--- config.mk ---
export PLATFORM = sky130hd
export DESIGN_NAME = jtag_ir_dr_scan_master_unit
export DESIGN_NICKNAME = d
export VERILOG_FILES = /design/src/jids_pkg.sv /design/src/jtag_ir_dr_scan_master_unit.sv
export SDC_FILE = /design/constraint.sdc
export NUM_CORES = 1
export LEC_CHECK = 0
export ABC_AREA = 0
export BUFFER_PORTS_ARGS = -buffer_cell sky130_fd_sc_hd__buf_2
export CORE_UTILIZATION = 55
export DETAILED_ROUTE_END_ITERATION = 8
export GPL_ROUTABILITY_DRIVEN = 0
export GPL_TIMING_DRIVEN = 0
export PLACE_DENSITY_LB_ADDON = 0.15
export SYNTH_ARGS = -nofsm -noshare
export SYNTH_HDL_FRONTEND = slang
export SYNTH_SLANG_ARGS = --single-unit
--- constraint.sdc ---
create_clock -name clk -period 5.26 [get_ports clk]
set_input_delay 1.052 -clock clk [delete_from_list [all_inputs] [get_ports clk]]
set_output_delay 1.052 -clock clk [all_outputs]
set_load 0.01 [all_outputs]
--- src/jids_pkg.sv ---
// ----------------------------------------------------------------------------
// jids_pkg - shared types and tables for the JTAG IR/DR scan master
// Command codes, one-hot sequencer phases and the fixed TMS patterns.
// ----------------------------------------------------------------------------
package jids_pkg;

	// command codes carried in tuser
	typedef enum logic [1:0] {
		FUNC_ACCESS = 2'd0,
		FUNC_RESET  = 2'd1,
		FUNC_TICK   = 2'd2
	} func_t;

	// sequencer phases, one-hot
	typedef enum logic [7:0] {
		PH_IDLE     = 8'b0000_0001,
		PH_IR_PRE   = 8'b0000_0010,
		PH_IR_SHIFT = 8'b0000_0100,
		PH_IR_POST  = 8'b0000_1000,
		PH_DR_PRE   = 8'b0001_0000,
		PH_DR_SHIFT = 8'b0010_0000,
		PH_DR_POST  = 8'b0100_0000,
		PH_RESET    = 8'b1000_0000
	} phase_t;

	localparam int TDATA_IN_W  = 80;
	localparam int TDATA_OUT_W = 72;
	localparam int FIELD_DR_W  = 64;
	localparam int FIELD_IR_W  = 5;
	localparam int FIELD_LEN_W = 7;

	// TMS pattern of a fixed-pattern phase, bit 0 sent first
	function automatic logic pat_tms(phase_t ph, logic [2:0] idx);
		logic [7:0] pat;
		unique case (ph)
			PH_IR_PRE:  pat = 8'h03;
			PH_IR_POST: pat = 8'h06;
			PH_DR_PRE:  pat = 8'h01;
			PH_DR_POST: pat = 8'h01;
			PH_RESET:   pat = 8'h1F;
			default:    pat = 8'h00;
		endcase
		return pat[idx];
	endfunction

	// index of the last tick of a fixed-pattern phase
	function automatic logic [2:0] pat_last(phase_t ph);
		logic [2:0] last;
		unique case (ph)
			PH_IR_PRE:  last = 3'd3;
			PH_IR_POST: last = 3'd3;
			PH_DR_PRE:  last = 3'd2;
			PH_DR_POST: last = 3'd1;
			PH_RESET:   last = 3'd5;
			default:    last = 3'd0;
		endcase
		return last;
	endfunction

	// phase that follows a fixed-pattern phase
	function automatic phase_t pat_next(phase_t ph);
		phase_t nxt;
		unique case (ph)
			PH_IR_PRE:  nxt = PH_IR_SHIFT;
			PH_IR_POST: nxt = PH_DR_PRE;
			PH_DR_PRE:  nxt = PH_DR_SHIFT;
			default:    nxt = PH_IDLE;
		endcase
		return nxt;
	endfunction

endpackage

--- src/jtag_ir_dr_scan_master_unit.sv ---
// ----------------------------------------------------------------------------
// jtag_ir_dr_scan_master_unit - JTAG TAP master for IR/DR register access
// Sequences TMS/TDI one TCK at a time from Run-Test-Idle and captures TDO.
// ----------------------------------------------------------------------------
// Usage:
//   The slave stream carries commands. tuser selects the command: start an
//   access (IR value, DR value and DR length loaded from tdata), start a
//   soft reset (TMS 1,1,1,1,1,0), or one TCK tick (tdata carries the TDO
//   sampled in that cycle). Start commands produce no master transaction;
//   every tick produces exactly one master transaction with the TMS and TDI
//   levels for that TCK cycle. tlast marks the final tick of a sequence and
//   then tdata also holds the captured DR bits (bits at and above the DR
//   length are zero). Starts while a sequence runs are dropped.
//   A tick passes through the input register, then the result register, on
//   its way to the master side. Throughput is one transaction per cycle
//   while the receiver does not stall; the TMS/TDI of a tick follow from the
//   phase, bit counter and shift registers combinationally.
//   Reset leaves the sequencer idle with the TAP assumed in Run-Test-Idle
//   and both pipeline stages empty. When the receiver stalls, the result
//   register holds and the input register fills, then tready drops.
// ----------------------------------------------------------------------------
module jtag_ir_dr_scan_master_unit #(
	parameter int IR_WIDTH = 5,
	parameter int DR_MAX   = 64
) (
	input  logic                                clk,
	input  logic                                arst_n,
	// slave command stream
	input  logic                                s_tvalid,
	output logic                                s_tready,
	// tdata: ir_value[4:0], dr_value[68:5], dr_length[75:69], tdo[76], zero pad
	input  logic [jids_pkg::TDATA_IN_W-1:0]     s_tdata,
	// tuser: func[1:0]
	input  logic [1:0]                          s_tuser,
	// master tick stream
	output logic                                m_tvalid,
	input  logic                                m_tready,
	// tdata: tms[0], tdi[1], dr_captured[65:2], zero pad
	output logic [jids_pkg::TDATA_OUT_W-1:0]    m_tdata,
	// tlast: done_res
	output logic                                m_tlast
);

	// counter must reach the IR width, DR_MAX and the longest TMS pattern
	localparam int CNT_MAX = (IR_WIDTH > DR_MAX) ?
		((IR_WIDTH > 6) ? IR_WIDTH : 6) : ((DR_MAX > 6) ? DR_MAX : 6);
	localparam int CNT_W = $clog2(CNT_MAX + 1);

	// ---------------- input register ----------------
	logic                               v_s1;
	logic [1:0]                         func_s1;
	logic [jids_pkg::FIELD_IR_W-1:0]    ir_s1;
	logic [jids_pkg::FIELD_DR_W-1:0]    dr_s1;
	logic [jids_pkg::FIELD_LEN_W-1:0]   len_s1;
	logic                               tdo_s1;

	// ---------------- sequencer state ----------------
	jids_pkg::phase_t    phase_q;
	logic [CNT_W-1:0]    bit_count_q;
	logic [IR_WIDTH-1:0] ir_shift_q;
	logic [DR_MAX-1:0]   dr_shift_q;
	logic [CNT_W-1:0]    dr_len_q;
	logic [DR_MAX-1:0]   capture_q;

	// ---------------- result register ----------------
	logic                               m_tvalid_q;
	logic [jids_pkg::TDATA_OUT_W-1:0]   m_tdata_q;
	logic                               m_tlast_q;

	// next-state / result logic
	jids_pkg::phase_t    phase_d;
	logic [CNT_W-1:0]    bit_count_d;
	logic [IR_WIDTH-1:0] ir_shift_d;
	logic [DR_MAX-1:0]   dr_shift_d;
	logic [CNT_W-1:0]    dr_len_d;
	logic [DR_MAX-1:0]   capture_d;
	logic                has_result;
	logic                adv;
	logic                r_tms;
	logic                r_tdi;
	logic                r_done;
	logic [DR_MAX-1:0]   r_cap;
	logic [jids_pkg::FIELD_LEN_W-1:0] len_clamped;
	logic                busy;

	assign busy = (phase_q != jids_pkg::PH_IDLE);

	// only ticks produce a transaction; starts and func 3 just retire
	assign has_result = (func_s1 == jids_pkg::FUNC_TICK);
	assign adv        = v_s1 && (!has_result || !m_tvalid_q || m_tready);
	assign s_tready   = !v_s1 || adv;

	always_comb begin
		if (len_s1 == '0) begin
			len_clamped = jids_pkg::FIELD_LEN_W'(1);
		end else if (len_s1 > jids_pkg::FIELD_LEN_W'(DR_MAX)) begin
			len_clamped = jids_pkg::FIELD_LEN_W'(DR_MAX);
		end else begin
			len_clamped = len_s1;
		end
	end

	always_comb begin
		phase_d     = phase_q;
		bit_count_d = bit_count_q;
		ir_shift_d  = ir_shift_q;
		dr_shift_d  = dr_shift_q;
		dr_len_d    = dr_len_q;
		capture_d   = capture_q;
		r_tms       = 1'b0;
		r_tdi       = 1'b0;
		r_done      = 1'b0;
		r_cap       = '0;

		unique case (func_s1)
			jids_pkg::FUNC_ACCESS: begin
				if (!busy) begin
					phase_d     = jids_pkg::PH_IR_PRE;
					bit_count_d = '0;
					capture_d   = '0;
					ir_shift_d  = IR_WIDTH'(ir_s1);
					dr_shift_d  = DR_MAX'(dr_s1);
					dr_len_d    = CNT_W'(len_clamped);
				end
			end
			jids_pkg::FUNC_RESET: begin
				if (!busy) begin
					phase_d     = jids_pkg::PH_RESET;
					bit_count_d = '0;
					capture_d   = '0;
				end
			end
			jids_pkg::FUNC_TICK: begin
				if (phase_q == jids_pkg::PH_IR_SHIFT) begin
					r_tdi       = ir_shift_q[0];
					ir_shift_d  = ir_shift_q >> 1;
					r_tms       = (bit_count_q == CNT_W'(IR_WIDTH - 1));
					bit_count_d = bit_count_q + CNT_W'(1);
					if (r_tms) begin
						phase_d     = jids_pkg::PH_IR_POST;
						bit_count_d = '0;
					end
				end else if (phase_q == jids_pkg::PH_DR_SHIFT) begin
					r_tdi      = dr_shift_q[0];
					dr_shift_d = dr_shift_q >> 1;
					// capture lane selected by the bit counter
					for (int j = 0; j < DR_MAX; j++) begin
						if (bit_count_q == CNT_W'(j)) begin
							capture_d[j] = capture_q[j] | tdo_s1;
						end
					end
					r_tms       = ((bit_count_q + CNT_W'(1)) == dr_len_q);
					bit_count_d = bit_count_q + CNT_W'(1);
					if (r_tms) begin
						phase_d     = jids_pkg::PH_DR_POST;
						bit_count_d = '0;
					end
				end else if (busy) begin
					r_tms       = jids_pkg::pat_tms(phase_q, bit_count_q[2:0]);
					bit_count_d = bit_count_q + CNT_W'(1);
					if (bit_count_q[2:0] == jids_pkg::pat_last(phase_q)) begin
						bit_count_d = '0;
						phase_d     = jids_pkg::pat_next(phase_q);
						if (phase_q == jids_pkg::PH_DR_POST ||
								phase_q == jids_pkg::PH_RESET) begin
							// capture is zero after a soft-reset start
							r_done = 1'b1;
							r_cap  = capture_q;
						end
					end
				end
			end
			default: begin
			end
		endcase
	end

	// control registers
	always_ff @(posedge clk or negedge arst_n) begin
		if (!arst_n) begin
			v_s1        <= 1'b0;
			m_tvalid_q  <= 1'b0;
			phase_q     <= jids_pkg::PH_IDLE;
			bit_count_q <= '0;
			ir_shift_q  <= '0;
			dr_shift_q  <= '0;
			dr_len_q    <= '0;
			capture_q   <= '0;
		end else begin
			if (s_tready) begin
				v_s1 <= s_tvalid;
			end
			if (adv) begin
				phase_q     <= phase_d;
				bit_count_q <= bit_count_d;
				ir_shift_q  <= ir_shift_d;
				dr_shift_q  <= dr_shift_d;
				dr_len_q    <= dr_len_d;
				capture_q   <= capture_d;
			end
			if (adv && has_result) begin
				m_tvalid_q <= 1'b1;
			end else if (m_tready) begin
				m_tvalid_q <= 1'b0;
			end
		end
	end

	// payload registers
	always_ff @(posedge clk) begin
		if (s_tready && s_tvalid) begin
			func_s1 <= s_tuser;
			ir_s1   <= s_tdata[4:0];
			dr_s1   <= s_tdata[68:5];
			len_s1  <= s_tdata[75:69];
			tdo_s1  <= s_tdata[76];
		end
		if (adv && has_result) begin
			m_tdata_q <= {6'b0, jids_pkg::FIELD_DR_W'(r_cap), r_tdi, r_tms};
			m_tlast_q <= r_done;
		end
	end

	assign m_tvalid = m_tvalid_q;
	assign m_tdata  = m_tdata_q;
	assign m_tlast  = m_tlast_q;

endmodule

[Yosys cells after proc, flatten, opt, wreduce, memory -nomap -nowiden]
Index checks and enable logic that the tools add are counted.
Word-level totals
  input port bits: 86
  register bits: 303
Operators by class
  add/subtract/negate cells: 1
  magnitude comparators: 2
  bitwise logic cells: 68
  reductions and logical operators: 91
  eq/ne operators: 149
  multiplexer cells: 115
Operators with widths (number)
  64-bit 2-to-1 mux: 6
  6-bit AND reduction: 64
  64-bit case mux with 2 select lines: 2
  7-bit by 6-bit == test with 1-bit output, second input constant: 32
  2-bit by 1-bit inequality test with 1-bit output, second input constant: 66
  7-bit by 5-bit == test with 1-bit output, second input constant: 16
  8-bit 2-to-1 mux: 12
  1-bit 2-to-1 mux: 73
  1-bit OR: 64
  7-bit 2-to-1 mux: 9
  7-bit by 4-bit == test with 1-bit output, second input constant: 8
  7-bit by 3-bit == test with 1-bit output, second input constant: 4
  8-bit case mux with 3 select lines: 1
  5-bit case mux with 4 select lines: 1
  6-bit case mux with 3 select lines: 1
  7-bit by 2-bit == test with 1-bit output, second input constant: 2
  7-bit zero test: 2
  7-bit case mux with 2 select lines: 1
  3-bit 2-to-1 mux: 4
  3-bit case mux with 4 select lines: 1
  5-bit 2-to-1 mux: 2
  5-bit case mux with 2 select lines: 1
  8-bit by 2-bit == test with 1-bit output, second input constant: 1
  8-bit by 3-bit == test with 1-bit output, second input constant: 1
  33 further kinds: 52

[Longest topological paths before layout]
Gate-level depths: netlist of the first run.
  depth after elaboration: 13
  mapped depth: 11
  mapped depth without buffers: 9

[Worst setup path before layout of the first run]
OpenSTA, ideal clock, no wires.
  path type: input to register
  start point: input m_tready
  end point: register m_tdata_q (netlist bit m_tdata[0]) (enable)
  arrival time: 4.218 ns
  buffers on the path: 0
  data required time: 4.768 ns
  stages: 3
  slack: 0.550 ns
  cell sequence: and3b_1 nand2b_1 nor2_1
On the way
  cells in the longest elaborated chain, start to end: 3
Ends and longest elaborated chain
  from (decl): RTL line jtag_ir_dr_scan_master_unit.sv:37  | input logic m_tready,
  1-bit logical OR: RTL line jtag_ir_dr_scan_master_unit.sv:90  | assign adv = v_s1 && (!has_result || !m_tvalid_q || m_tready);
  1-bit logical AND: RTL line jtag_ir_dr_scan_master_unit.sv:90
  1-bit logical AND: RTL line jtag_ir_dr_scan_master_unit.sv:218  | if (adv && has_result) begin
  to (signal assigned): RTL line jtag_ir_dr_scan_master_unit.sv:219  | m_tdata_q <= {6'b0, jids_pkg::FIELD_DR_W'(r_cap), r_tdi, r_tms};
  to (decl): RTL line jtag_ir_dr_scan_master_unit.sv:67  | logic [jids_pkg::TDATA_OUT_W-1:0] m_tdata_q;
No other way between the ends.
A chain may end at the register's enable or synchronous reset.

[Worst setup path in the final report of the first run]
  start point: register bit_count_q[1]
  end point: register phase_q[2]
On the way
  cells in the longest elaborated chain, start to end: 4
  elaborated cells on any way between the ends: 8
  classes of those cells: add/sub (1); eq/ne (6); reduce/logical (1)
Ends and longest elaborated chain
  from (decl): RTL line jtag_ir_dr_scan_master_unit.sv:59  | logic [CNT_W-1:0] bit_count_q;
  from (signal assigned): RTL line jtag_ir_dr_scan_master_unit.sv:195  | bit_count_q <= bit_count_d;
  7-bit by 1-bit adder with 7-bit output: RTL line jtag_ir_dr_scan_master_unit.sv:152  | r_tms = ((bit_count_q + CNT_W'(1)) == dr_len_q);
  7-bit == test: RTL line jtag_ir_dr_scan_master_unit.sv:152
  4-bit by 3-bit inequality test with 1-bit output (no source line)
  8-bit AND reduction (no source line) *
  to (signal assigned): RTL line jtag_ir_dr_scan_master_unit.sv:183  | phase_q <= jids_pkg::PH_IDLE;
  to (signal assigned): RTL line jtag_ir_dr_scan_master_unit.sv:194  | phase_q <= phase_d;
  to (decl): RTL line jtag_ir_dr_scan_master_unit.sv:58  | jids_pkg::phase_t phase_q;
Every way passes the cells marked *; elsewhere a longest branch is shown, timed or not.

==> metrics list, run 1 <==
* Run status: finished, violations left
- Number of I/O pins: 161
- The count of nets left with antenna violations once routing finished came out at 0.
- Post_cts resized: 0
* Kind of cell with the highest combined delay on the critical path: compound AO/OA/AOI/OAI gates
* Cell row count: 54
* Post-DR wirelength/cell: 16.7 µm
- Yosys mapped the design onto 63 distinct sky130hd cell types.
* Vias per std cell: 5.39
* Most common library cells after synthesis: dfrtp_1, nor2_1, edfxtp_1, a21oi_1, and2_1
- The checks that failed: design-rule violations.
- For this run, the total global-route usage over all layers was measured as 0.220.
* Most repeated cell in the gate-level netlist after synthesis: dfrtp_1
- Antenna violations before repair: 0
* First-pass iteration count of the detailed router: 6
* Worst-path cell with the longest stage delay: dfrtp_1
- Final setup violation count: 0
- Detailed placer's ending HPWL: 17.1 mm
* Routed vias: 8,028
- Cell depth of the worst flop-to-flop path: 10
* Crit path buffers/inverters: 2
- I/O Buffers: 151
* Worst hold slack after final layout: 378 ps
- Synthesized area per cell: 12.5 µm²
- Synth-to-Final Area Change: 17.2%
* Remaining routing DRC violations: 14
- Required time of the critical path: 5740 ps
- Clock root buffer master: clkbuf_16
- Kind of start point of the critical path: flop
- The die covers 0.0232 mm².
* Drt first-iter violations: 445
* Antenna diodes: 0
- Final critical-path share of the clock period: 0.613
- Traced cell by cell, the critical path runs through ha_1 > clkbuf_1 > nand3_1 > xnor2_1 > nor4_1 > a31oi_1 > a21o_1 > buf_2 > o41ai_1 > o31a_1.
* Number of max-cap violations: 0
* Final-stage net count: 1,281
* Die Y-Extent: 152 µm
- Compound-gate portion of the synthesized area: 0.0896
* Clock Skew: 10.3 ps
- The first global-routing pass estimated 40.8 mm of wire.
- Counting every sink on the clock net gives 303.
- The later pin in the worst-skew pair is clocked with a latency of 540 ps.
* Worst-margin pin slew: 892 ps
- The total count of hold-check failures in the final report is 0.
- After clock tree synthesis, the clock-pin slew on the worst setup and hold paths is 60 ps.
- Total cell area at the placement stage: 0.0136 mm²
* Beginning of the worst register-to-register path: bit_count_q[1]
* Final core utilization: 0.662
- Data arrives at the worst endpoint at 3700 ps.
- Hold bufs inserted after CTS: 0
- Once layout is done, the placed cells without fillers occupy 0.0145 mm².
* Cell area after technology mapping: 0.0124 mm²
- Main combinational cell family by area after synthesis: simple AND/OR/NAND/NOR gates
* R2r endpoint: phase_q[2]
- Of the total power, the share spent switching nets is 0.282.
- Layout cells sized above 1: 0.202
- In this run the register-to-register setup slack is 2040 ps.
- The internal power of the cells totals 0.00426 W.
- CTS tree: yes
* Mux share of post-synthesis cell area: 0.0550
- Of the total synthesized cell area, the portion taken by full adders, half adders and majority gates is 0.00807.
- Buffers inserted during clock tree synthesis total 30.
- Top area cells in the synthesized netlist: edfxtp_1, dfrtp_1, a21oi_1
- Vias in the first global route: 7,948
- Setup repair after global routing left no endpoint under its margin.
- Final Total Pwr: 0.00594 W
* Total congestion overflow: 0
- For this design the static power due to leakage is 6.23 nW.
* Share of the yosys chip area belonging to registers: 0.670
- Power per standard cell area: 408 mW/mm²
- Top flip-flop cell by instance count after synthesis: dfrtp_1
- Final Critical Period: 3220 ps
* Clock Tree Buf Depth: 3
* Max IR drop VDD: 0.311 mV
- In this run the standard cell core region covers 0.0220 mm².
- Slew margin rel.: 0.404
* Largest net degree at the start of global routing: 122
* Initial standard-cell utilization of the core: 0.565
- Of the total synthesized cell area, the portion taken by XOR and XNOR cells is 0.00988.
- H-tree level count: 1
* Width of the die: 152 µm
- Synthesis produced 995 cells.
- The share of total power dissipated in sequential elements is 0.493.
- After clock tree synthesis, the setup repair step added 0 buffers.
* Part of the total power dissipated in combinational logic: 0.181
* Aggregate routed wire length: 25.0 mm
- Setup TNS Final: 0 ps
* Highest clock frequency the design can meet: 0.310 GHz
- Count of yosys warnings during synthesis: 0
- Crit-path max cell delay: 530 ps
* Net Sw Power: 0.00167 W
- Number of flip-flops and latches in the synthesized netlist: 303
- Post-synthesis share of cell area spent on and, or, nand and nor gates: 0.138
* Crit path max fanout: 10
* Fraction of registers with async set/reset: 0.518
- The share of synthesized area in the top cell type comes to 0.353.
- Cell taking the most area after synthesis: edfxtp_1
- CP Capture Type: flop
- The share of total power dissipated in the clock network is 0.326.
- Worst min-delay path class: input pin to async pin
* Final max-slew violation count: 0
- Post-synth EDFFs: 146
- Setup Crit Path Kind: flop to flop
through the flow:
stage          setup WS [ps]  cells
2_1_floorplan            550   1000
3_3_place_gp            -826   1431
3_5_place_dp            1950   1435
4_1_cts                 2030   1490
5_1_grt                 1870   1490
6_report                2040   1490
sequential cells by signal, summed over array words and instances (netlist names), 2 cells and up:
name	flops
ir_shift_q	5
bit_count_q	7
m_tdata	66
dr_len_q	7
func_s1	2
capture_q	64
ir_s1	5
dr_s1	64
dr_shift_q	64
phase_q	8
len_s1	7
power by group through the flow:
| stage | Sequential (W) | Combinational [W] | Clock (W) |
|---|---|---|---|
| final | 0.00293 | 0.00107 | 0.00194 |
| after floorplan | 0.00293 | 0.000783 | 0 |
| after global routing | 0.00296 | 0.00118 | 0.00208 |
| after detailed placement | 0.00297 | 0.00107 | 0 |
| after CTS | 0.00293 | 0.00107 | 0.00198 |
| after global placement | 0.00296 | 0.00103 | 0 |
worst max-delay path by stage:
stage                               from       endpoint  slack, ps  depth (start not counted)
after global placement          m_tready    m_tdata[36]       -830                          4
after global routing          func_s1[0]  capture_q[25]       1870                         10
after CTS                 bit_count_q[1]     phase_q[2]       2030                         10
after detailed placement        m_tready  capture_q[30]       1950                          8
after floorplan                 m_tready     m_tdata[0]        550                          3
final                     bit_count_q[1]     phase_q[2]       2040                         10
final cells by class:
type	count	area, µm²
clock inverter	13	63.8
multi-input combinational	621	3760
timing repair buffer	155	861
sequential	303	8310
buffer	62	312
fill	1695	7420
inverter	14	52.6
tap	280	350
clock buffer	42	827
layer usage:
layer,vias to the layer above,wire length (µm),global-route usage
li1,3902,-,-
met1,3810,10600,0.290
met2,264,12100,0.372
met3,52,1390,0.0321
met4,0,814,0.0826
met5,-,0,0
placed cells by master (no fill, tap or decap), types with 11 or more instances in the layout:
| cell type | netlist | layout |
|---|---|---|
| and2_1 | 73 | 72 |
| inv_1 | 14 | 14 |
| and3_1 | 12 | 12 |
| mux2i_1 | 67 | 67 |
| nand3_1 | 11 | 11 |
| edfxtp_1 | 146 | 146 |
| a21oi_1 | 134 | 134 |
| buf_2 | 18 | 168 |
| clkbuf_16 | 0 | 31 |
| clkbuf_1 | 31 | 41 |
| o21ai_0 | 11 | 11 |
| nand2_1 | 27 | 27 |
| dfrtp_1 | 156 | 156 |
| nor2_1 | 154 | 153 |
cells by family after synthesis:
| kind of cell | after synthesis |
|---|---|
| AND/OR/NAND/NOR | 331 |
| flip-flops | 303 |
| AO/OA/AOI/OAI | 194 |
| buffers and inverters | 76 |
| multiplexers | 68 |
| XOR/XNOR | 14 |
| adder cells (fa/ha/maj) | 8 |
| other | 1 |
worst register-to-register path: cells and delay by family, from the launching register on:
family,cells,cell delay (ps)
and+or+nand+nor,2,640
DFF,1,530
buffers and inverters,2,560
AOI/OAI and AO/OA,4,1060
xor gates and xnor gates,1,170
adders and majority gates,1,210
Note: power is estimated with default switching activity, not from simulation.
==> run 2, diff against run 1 <==
--- a/config.mk
+++ b/config.mk
@@ -7,7 +7,7 @@
 export LEC_CHECK = 0
 export ABC_AREA = 0
 export BUFFER_PORTS_ARGS = -buffer_cell sky130_fd_sc_hd__buf_2
-export CORE_UTILIZATION = 55
+export CORE_UTILIZATION = 52
 export DETAILED_ROUTE_END_ITERATION = 8
 export GPL_ROUTABILITY_DRIVEN = 0
 export GPL_TIMING_DRIVEN = 0
==> constraint.sdc (replaced) <==
create_clock -name clk -period 2.95 [get_ports clk]
set_input_delay 0.59 -clock clk [delete_from_list [all_inputs] [get_ports clk]]
set_output_delay 0.59 -clock clk [all_outputs]
set_load 0.01 [all_outputs]
==> run 2 against run 1 <==
  * The flow finishes with violations (negative hold slack)
  * Clock skew fell by 0.66 ps
  * Core utilization shrank 3.2 points
  * Total power up 83%
  * Cell count up 2.8%
  * Clock power rose by 91%
  * Critical path depth shrank 2
  * Via count down 1.1%
  * Worst hold slack got worse by 390 ps
  * Setup slack got worse by 1800 ps
  * Sequential share of layout area fell by 0.77 points
  * Combinational power rose by 83%
  * Critical endpoint is now m_tdata[16]
==> metrics list, run 2 (synthesized netlist as in run 1, its figures left out) <==
* Final max-slew violation count: 0
* Antenna violations before repair: 0
- Measured on the finished design, the core utilization comes to 0.630.
- In the global route stage, overall resource usage came out at 0.204.
* Number of max-cap violations: 0
* I/O Buffers: 151
- Worst-margin pin slew: 974 ps
- After clock tree synthesis, the clock-pin slew on the worst setup and hold paths is 60 ps.
- The worst register-to-register path has a depth of 8.
* Sequential Power Share: 0.479
- Crit-path max cell delay: 480 ps
* CTS tree: yes
- The critical path runs through a total of 8 cells.
- In this run the worst setup path begins at phase_q[4].
- Setup TNS Final: 0 ps
- Of the total power, the share spent switching nets is 0.281.
* Largest net degree at the start of global routing: 83
- Unrepaired setup endpoints after global routing: true
* Clk sinks: 303
- Antenna diodes: 0
- Global-route wire length before repair: 39.0 mm
- In this run the worst setup path terminates at m_tdata[16].
- Beginning of the worst register-to-register path: phase_q[4]
* First-pass iteration count of the detailed router: 4
* Kind of start point of the critical path: flop
* Synth-to-Final Area Change: 18.8%
* CP cell instances: nor4_4 > nand4_1 > nand3_1 > a211oi_2 > o211a_1 > buf_2 > clkbuf_1 > and2_1
- The final layout contains 1,281 nets.
* Clock Skew: 9.60 ps
- Max reg flops: 66
* Crit path max fanout: 10
* Violated checks: negative hold slack
* Slew margin rel.: 0.346
- Power per standard cell area: 738 mW/mm²
- Internal power comes to 0.00783 W.
- The total count of hold-check failures in the final report was 5.
- Dividing the detail-routed wire length by the instance count gives 15.6 µm.
* Worst min-delay path class: input pin to async pin
* Max IR drop VDD: 0.559 mV
* Clock Tree Buf Depth: 3
* Aggregate routed wire length: 23.9 mm
- Final Critical Period: 2750 ps
- Total congestion overflow: 0
- Grouping stages by cell kind, the critical path spends the most delay in simple AND/OR/NAND/NOR gates.
- Setup slack on the worst reg-to-reg path comes out at 200 ps.
* Final setup violation count: 0
* Part of the total power dissipated in combinational logic: 0.180
- The worst setup path is of the flop to flop kind.
* Number of clock buffers inserted by TritonCTS: 31
* R2r endpoint: m_tdata[16]
- Clock root buffer master: clkbuf_16
* Number of setup buffers added after CTS: 0
- Initial standard-cell utilization of the core: 0.530
- Remaining routing DRC violations: 0
- Run status: finished, violations left
- Die Y-Extent: 156 µm
- Across all hold checks on the routed design, the worst slack comes to -8.90 ps.
- Remaining number of nets flagged by the antenna check after routing: 0
- STA puts the critical path data required time at 3250 ps.
- Clock network power share: 0.341
* Final critical-path share of the clock period: 0.933
* Total Die Area: 0.0245 mm²
- Row generation in the floorplan step produced 56 rows.
- Vias per std cell: 5.19
* Core Footprint: 0.0234 mm²
- Vias in the first global route: 7,634
- Leaving out fill and tap cells, the most frequent cell in the layout is buf_2.
- The detailed router finished its first iteration with 353 violations.
- The die is 156 µm wide.
- The analysis attributes to net switching a power of 0.00306 W.
- Hold bufs inserted after CTS: 0
* Data arrival at the endpoint of the critical path: 3050 ps
- Worst-path cell with the longest stage delay: nor4_4
* CP Capture Type: flop
* P_leak: 6.30 nW
- CTS built an H-tree with a depth of 1.
* Highest clock frequency the design can meet: 0.363 GHz
- Leaving out fill and tap cells, the most frequent cells in the layout are buf_2, dfrtp_1, nor2_1.
- The final route contains 7,941 vias.
* Layout cells sized above 1: 0.217
- Post_cts resized: 6
* Number of I/O pins: 161
- The critical path contains buffers and inverters numbering 2 combined.
* Detailed placer's ending HPWL: 16.5 mm
- The later pin in the worst-skew pair is clocked with a latency of 560 ps.
run 2: power by group through the flow:
stage / logic [W] / registers (W) / clock network (W)
6_report: 0.00196 / 0.00522 / 0.00371
5_1_grt: 0.00217 / 0.00528 / 0.00396
4_1_cts: 0.00192 / 0.00521 / 0.00378
3_5_place_dp: 0.00190 / 0.00529 / 0
3_3_place_gp: 0.00184 / 0.00528 / 0
2_1_floorplan: 0.00140 / 0.00522 / 0
run 2: area by class of cell:
type | instances | area [µm²]
buffer | 61 | 330
clock buffer | 40 | 830
clock inverter | 18 | 140
fill | 1904 | 8660
inverter | 14 | 52.6
multi-input combinational | 621 | 3810
sequential | 303 | 8320
tap | 319 | 399
timing repair buffer | 155 | 861
run 2: worst reg2reg max path, stage by stage, from the launching register on:
cell,delay [ps]
dfrtp_1,470
nor4_4,490
nand4_1,280
nand3_1,240
a211oi_2,90
o211a_1,280
buf_2,190
clkbuf_1,230
and2_1,230
run 2: worst min-delay path by stage:
stage | end | slack (ps) | depth (start not counted)
6_report | dr_shift_q[10] | -9 | 1
5_1_grt | dr_shift_q[10] | 40 | 1
4_1_cts | dr_shift_q[10] | 30 | 1
3_5_place_dp | capture_q[32] | 480 | 2
3_3_place_gp | capture_q[8] | 470 | 2
2_1_floorplan | bit_count_q[0] | 290 | 0
run 2: per-stage QoR:
step	std cells	setup WS [ps]	instance area, µm²	hold slack (ps)	power (W)
2_1_floorplan	1000	349	12400	294	0.00662
3_3_place_gp	1470	-1170	13600	468	0.00712
3_5_place_dp	1474	-194	13700	477	0.00718
4_1_cts	1531	13.2	14700	26.3	0.0109
5_1_grt	1531	-3.88	14700	38.1	0.0114
6_report	1531	199	14700	-8.90	0.0109
run 2: metal layers:
layer | part of all wire | GRT usage | vias to the layer above
met1 | 0.45 | 0.277 | 3749
li1 | - | - | 3911
met4 | 0.028 | 0.0682 | 0
met2 | 0.47 | 0.335 | 228
met5 | 0 | 0 | -
met3 | 0.055 | 0.0341 | 53
==> run 3, diff against run 2 <==
--- a/config.mk
+++ b/config.mk
@@ -5,9 +5,10 @@
 export SDC_FILE = /design/constraint.sdc
 export NUM_CORES = 1
 export LEC_CHECK = 0
-export ABC_AREA = 0
+export ABC_AREA = 1
 export BUFFER_PORTS_ARGS = -buffer_cell sky130_fd_sc_hd__buf_2
 export CORE_UTILIZATION = 52
+export CTS_BUF_LIST = sky130_fd_sc_hd__clkbuf_16
 export DETAILED_ROUTE_END_ITERATION = 8
 export GPL_ROUTABILITY_DRIVEN = 0
 export GPL_TIMING_DRIVEN = 0
@@ -15,3 +16,4 @@
 export SYNTH_ARGS = -nofsm -noshare
 export SYNTH_HDL_FRONTEND = slang
 export SYNTH_SLANG_ARGS = --single-unit
+export TNS_END_PERCENT = 50
==> run 3 against run 2 <==
  * The flow now finishes without violations
  * Maximum frequency down 2.9%
  * First-iteration DRC count up 97%
  * Sequential share of layout area down 2.1 points
  * Routed wire length up 14%
  * Largest cell class unchanged
==> metrics list, run 3 <==
* Final Instance Area: 0.0153 mm²
* Total Die Area: 0.0255 mm²
- For this run, the slowest stage of the critical path takes 410 ps.
* Vias in the first global route: 9,018
* Worst min-delay path class: input pin to flop
- No sink is reached through more buffers than the 3 on the longest clock path.
* Final setup violation count: 0
- Sorting the synthesized cells by area gives the leading types as edfxtp_1, dfrtp_1, nand2_1.
* H-tree level count: 1
* Worst-case setup slack after placement: -637 ps
* P_leak: 6.55 nW
- CP cell instances: inv_1 > ha_1 > buf_4 > clkbuf_2 > nand4_1 > buf_2
- Count of yosys warnings during synthesis: 0
* Clock network power share: 0.358
- The wire-length estimate of the detail-placed layout is 18.5 mm.
- Clock slew seen by the registers of the worst setup and hold paths: 60 ps
* Number of I/O pins: 161
* Cell area after technology mapping: 0.0129 mm²
- Worst-path cell with the longest stage delay: edfxtp_1
- TritonCTS built the clock tree.
- Number of standard cells after synthesis: 1,271
- The clock net in this run drives a total of 303 sinks.
- The core region is 0.0244 mm².
- Most common library cells after synthesis: nand2_1, nor2_1, dfrtp_1, edfxtp_1, inv_1
- Final max-slew violation count: 0
* Width of the die: 160 µm
- The register with the most flip-flops in the layout has 66 of them.
- Input and output buffers added on the ports amount to 151.
- Pint: 0.00787 W
* Overall fraction of global-route tracks in use: 0.219
- Part of the total power dissipated in combinational logic: 0.146
- Setup Crit Path Kind: flop to output pin
* Initial standard-cell utilization of the core: 0.531
- Based on the critical path, the design can be clocked at up to 0.353 GHz.
- Worst skew pair latency: 550 ps
* Number of flip-flops and latches in the synthesized netlist: 303
- After the first detailed-routing iteration, the DRC count stood at 696.
- Layout cells sized above 1: 0.192
* Worst hold slack after final layout: 214 ps
- Registers take 0.00831 mm².
- The first global-routing pass estimated 45.0 mm of wire.
* Final critical-path share of the clock period: 0.961
- At the pin with the least slew margin, the transition time is 1400 ps.
- Number of max-cap violations: 0
- Kind of start point of the critical path: flop
* Aggregate routed wire length: 27.2 mm
- The initialized floorplan defines 57 standard-cell rows.
* CP Capture Type: output pin
- Setup TNS Final: 0 ps
- Subtracting the final worst setup slack from the clock period gives 2830 ps.
- From bottom edge to top edge, the die measures 160 µm.
- The number of antenna violations at the first check in global routing is 0.
- Most common cell after layout, fill and taps aside: nand2_1
- Yosys mapped the design onto 40 distinct sky130hd cell types.
- Worst setup margin: 116 ps
- The biggest area contributor in the post-synthesis netlist is edfxtp_1.
- Crit path max fanout: 10
* Net Sw Power: 0.00281 W
- Synth-to-Final Area Change: 18.2%
* Data arrival at the endpoint of the critical path: 2240 ps
- IR analysis of the VDD net gives a maximum drop of 0.497 mV.
* Required time of the critical path: 2360 ps
- In the final layout, the multi-input gates occupy 0.00371 mm².
* Largest net degree at the start of global routing: 111
* Leading cell types in the layout, fill and taps excluded: nand2_1, nor2_1, buf_2
* Remaining routing DRC violations: 0
* Run status: finished, final reports clean
* First-pass iteration count of the detailed router: 5
* Final core utilization: 0.627
- Post-synth EDFFs: 146
- For this run, asynchronously set or reset flops after synthesis account for 0.518.
- Share of the yosys chip area belonging to registers: 0.642
* Number of clock buffers inserted by TritonCTS: 30
* Synthesized area per cell: 10.2 µm²
- Slew margin rel.: 0.0581
* Number of fillers in the final layout: 2,043
- The share of total power dissipated in sequential elements is 0.496.
- After detailed routing, the average wire length per cell comes to 15.0 µm.
- Dividing the detail-routed via count by the number of cells gives 5.16.
- For this run, the leading register cell type out of synthesis is dfrtp_1.
* Final-stage net count: 1,562
- Clock Skew: 10.5 ps
- Once detail routing completed, the nets flagged for antenna violations numbered 0.
- Unrepaired setup endpoints after global routing: false
- Sw Ratio: 0.263
- Most repeated cell in the gate-level netlist after synthesis: nand2_1
- Routed vias: 9,376
* Total congestion overflow: 0
- Clock root buffer master: clkbuf_16
- Hold Fails Final Rpt: 0
- Fraction of synthesized cell area taken by the top area cell type: 0.339
- Antenna diodes: 0
* Total cell area at the placement stage: 0.0142 mm²
- Power per standard cell area: 698 mW/mm²
-- run 3: power groups by stage --
stage               registers, W  logic [W]  clock network, W
floorplan                0.00533    0.00111                 0
global placement         0.00536    0.00148                 0
detailed placement       0.00537    0.00154                 0
CTS                      0.00529    0.00156           0.00390
global route             0.00537    0.00179           0.00407
finish                   0.00530    0.00156           0.00382
-- run 3: cells by family (layout without fill, tap and decap cells) --
group | Yosys count | count (layout) | synth area share
simple gates | 550 | 550 | 0.186
xor+xnor | 1 | 1 | 0.000677
fa+ha+maj | 8 | 8 | 0.00773
compound gates | 206 | 206 | 0.0874
other cells | 1 | 6 | 0.000290
flops | 303 | 303 | 0.642
buf+inv | 198 | 414 | 0.0727
mux | 4 | 4 | 0.00309
-- run 3: stage by stage --
stage | total power, W | std cells
2_1_floorplan | 0.00643 | 1276
3_3_place_gp | 0.00684 | 1751
3_5_place_dp | 0.00691 | 1753
4_1_cts | 0.0108 | 1817
5_1_grt | 0.0112 | 1816
6_report | 0.0107 | 1816
-- run 3: worst paths after layout --
path / slack (ps) / end / from / cells after the start
setup / recovery: 120 / s_tready / func_s1[0] / 6
hold / removal: 210 / ir_s1[4] / s_tdata[4] / 1
setup reg to reg: 160 / dr_s1[20] / func_s1[0] / 8
hold reg to reg: 470 / phase_q[3] / phase_q[3] / 2
max in group asynchronous: 1530 / dr_shift_q[40] / arst_n / 3
min in group asynchronous: 540 / capture_q[6] / arst_n / 2
-- run 3: layer usage --
layer | track usage | part of all wire | up-vias
met5 | 0 | 0 | -
met2 | 0.366 | 0.48 | 272
met1 | 0.296 | 0.44 | 4373
met4 | 0.0730 | 0.030 | 0
met3 | 0.0304 | 0.054 | 63
li1 | - | - | 4668
-- run 3: cell type report --
| type | count | share of cell area |
|---|---|---|
| Timing Repair Buffer | 157 | 0.0577 |
| Multi-Input combinational cell | 775 | 0.243 |
| Tap cell | 324 | 0.0265 |
| Inverter | 121 | 0.0302 |
| Sequential cell | 303 | 0.544 |
| Buffer | 76 | 0.0319 |
| Clock inverter | 25 | 0.0149 |
| Timing Repair inverter | 4 | 0.00196 |
| Clock buffer | 31 | 0.0507 |
-- run 3: critical path: cells and delay by family (launching register included) --
family                   cells  cell delay [ps]
adder cells (fa/ha/maj)      1              200
AND/OR/NAND/NOR              1              260
buffers and inverters        4              820
flip-flops                   1              410
-- run 3: repair_timing --
item                                   4_1_cts  5_1_grt
gates resized for setup                      5        1
buffers inserted                             3        0
setup endpoints to repair                  115       49
cloned                                       4        0
hold buffers                                 1        0
endpoints found under the hold margin       46        0
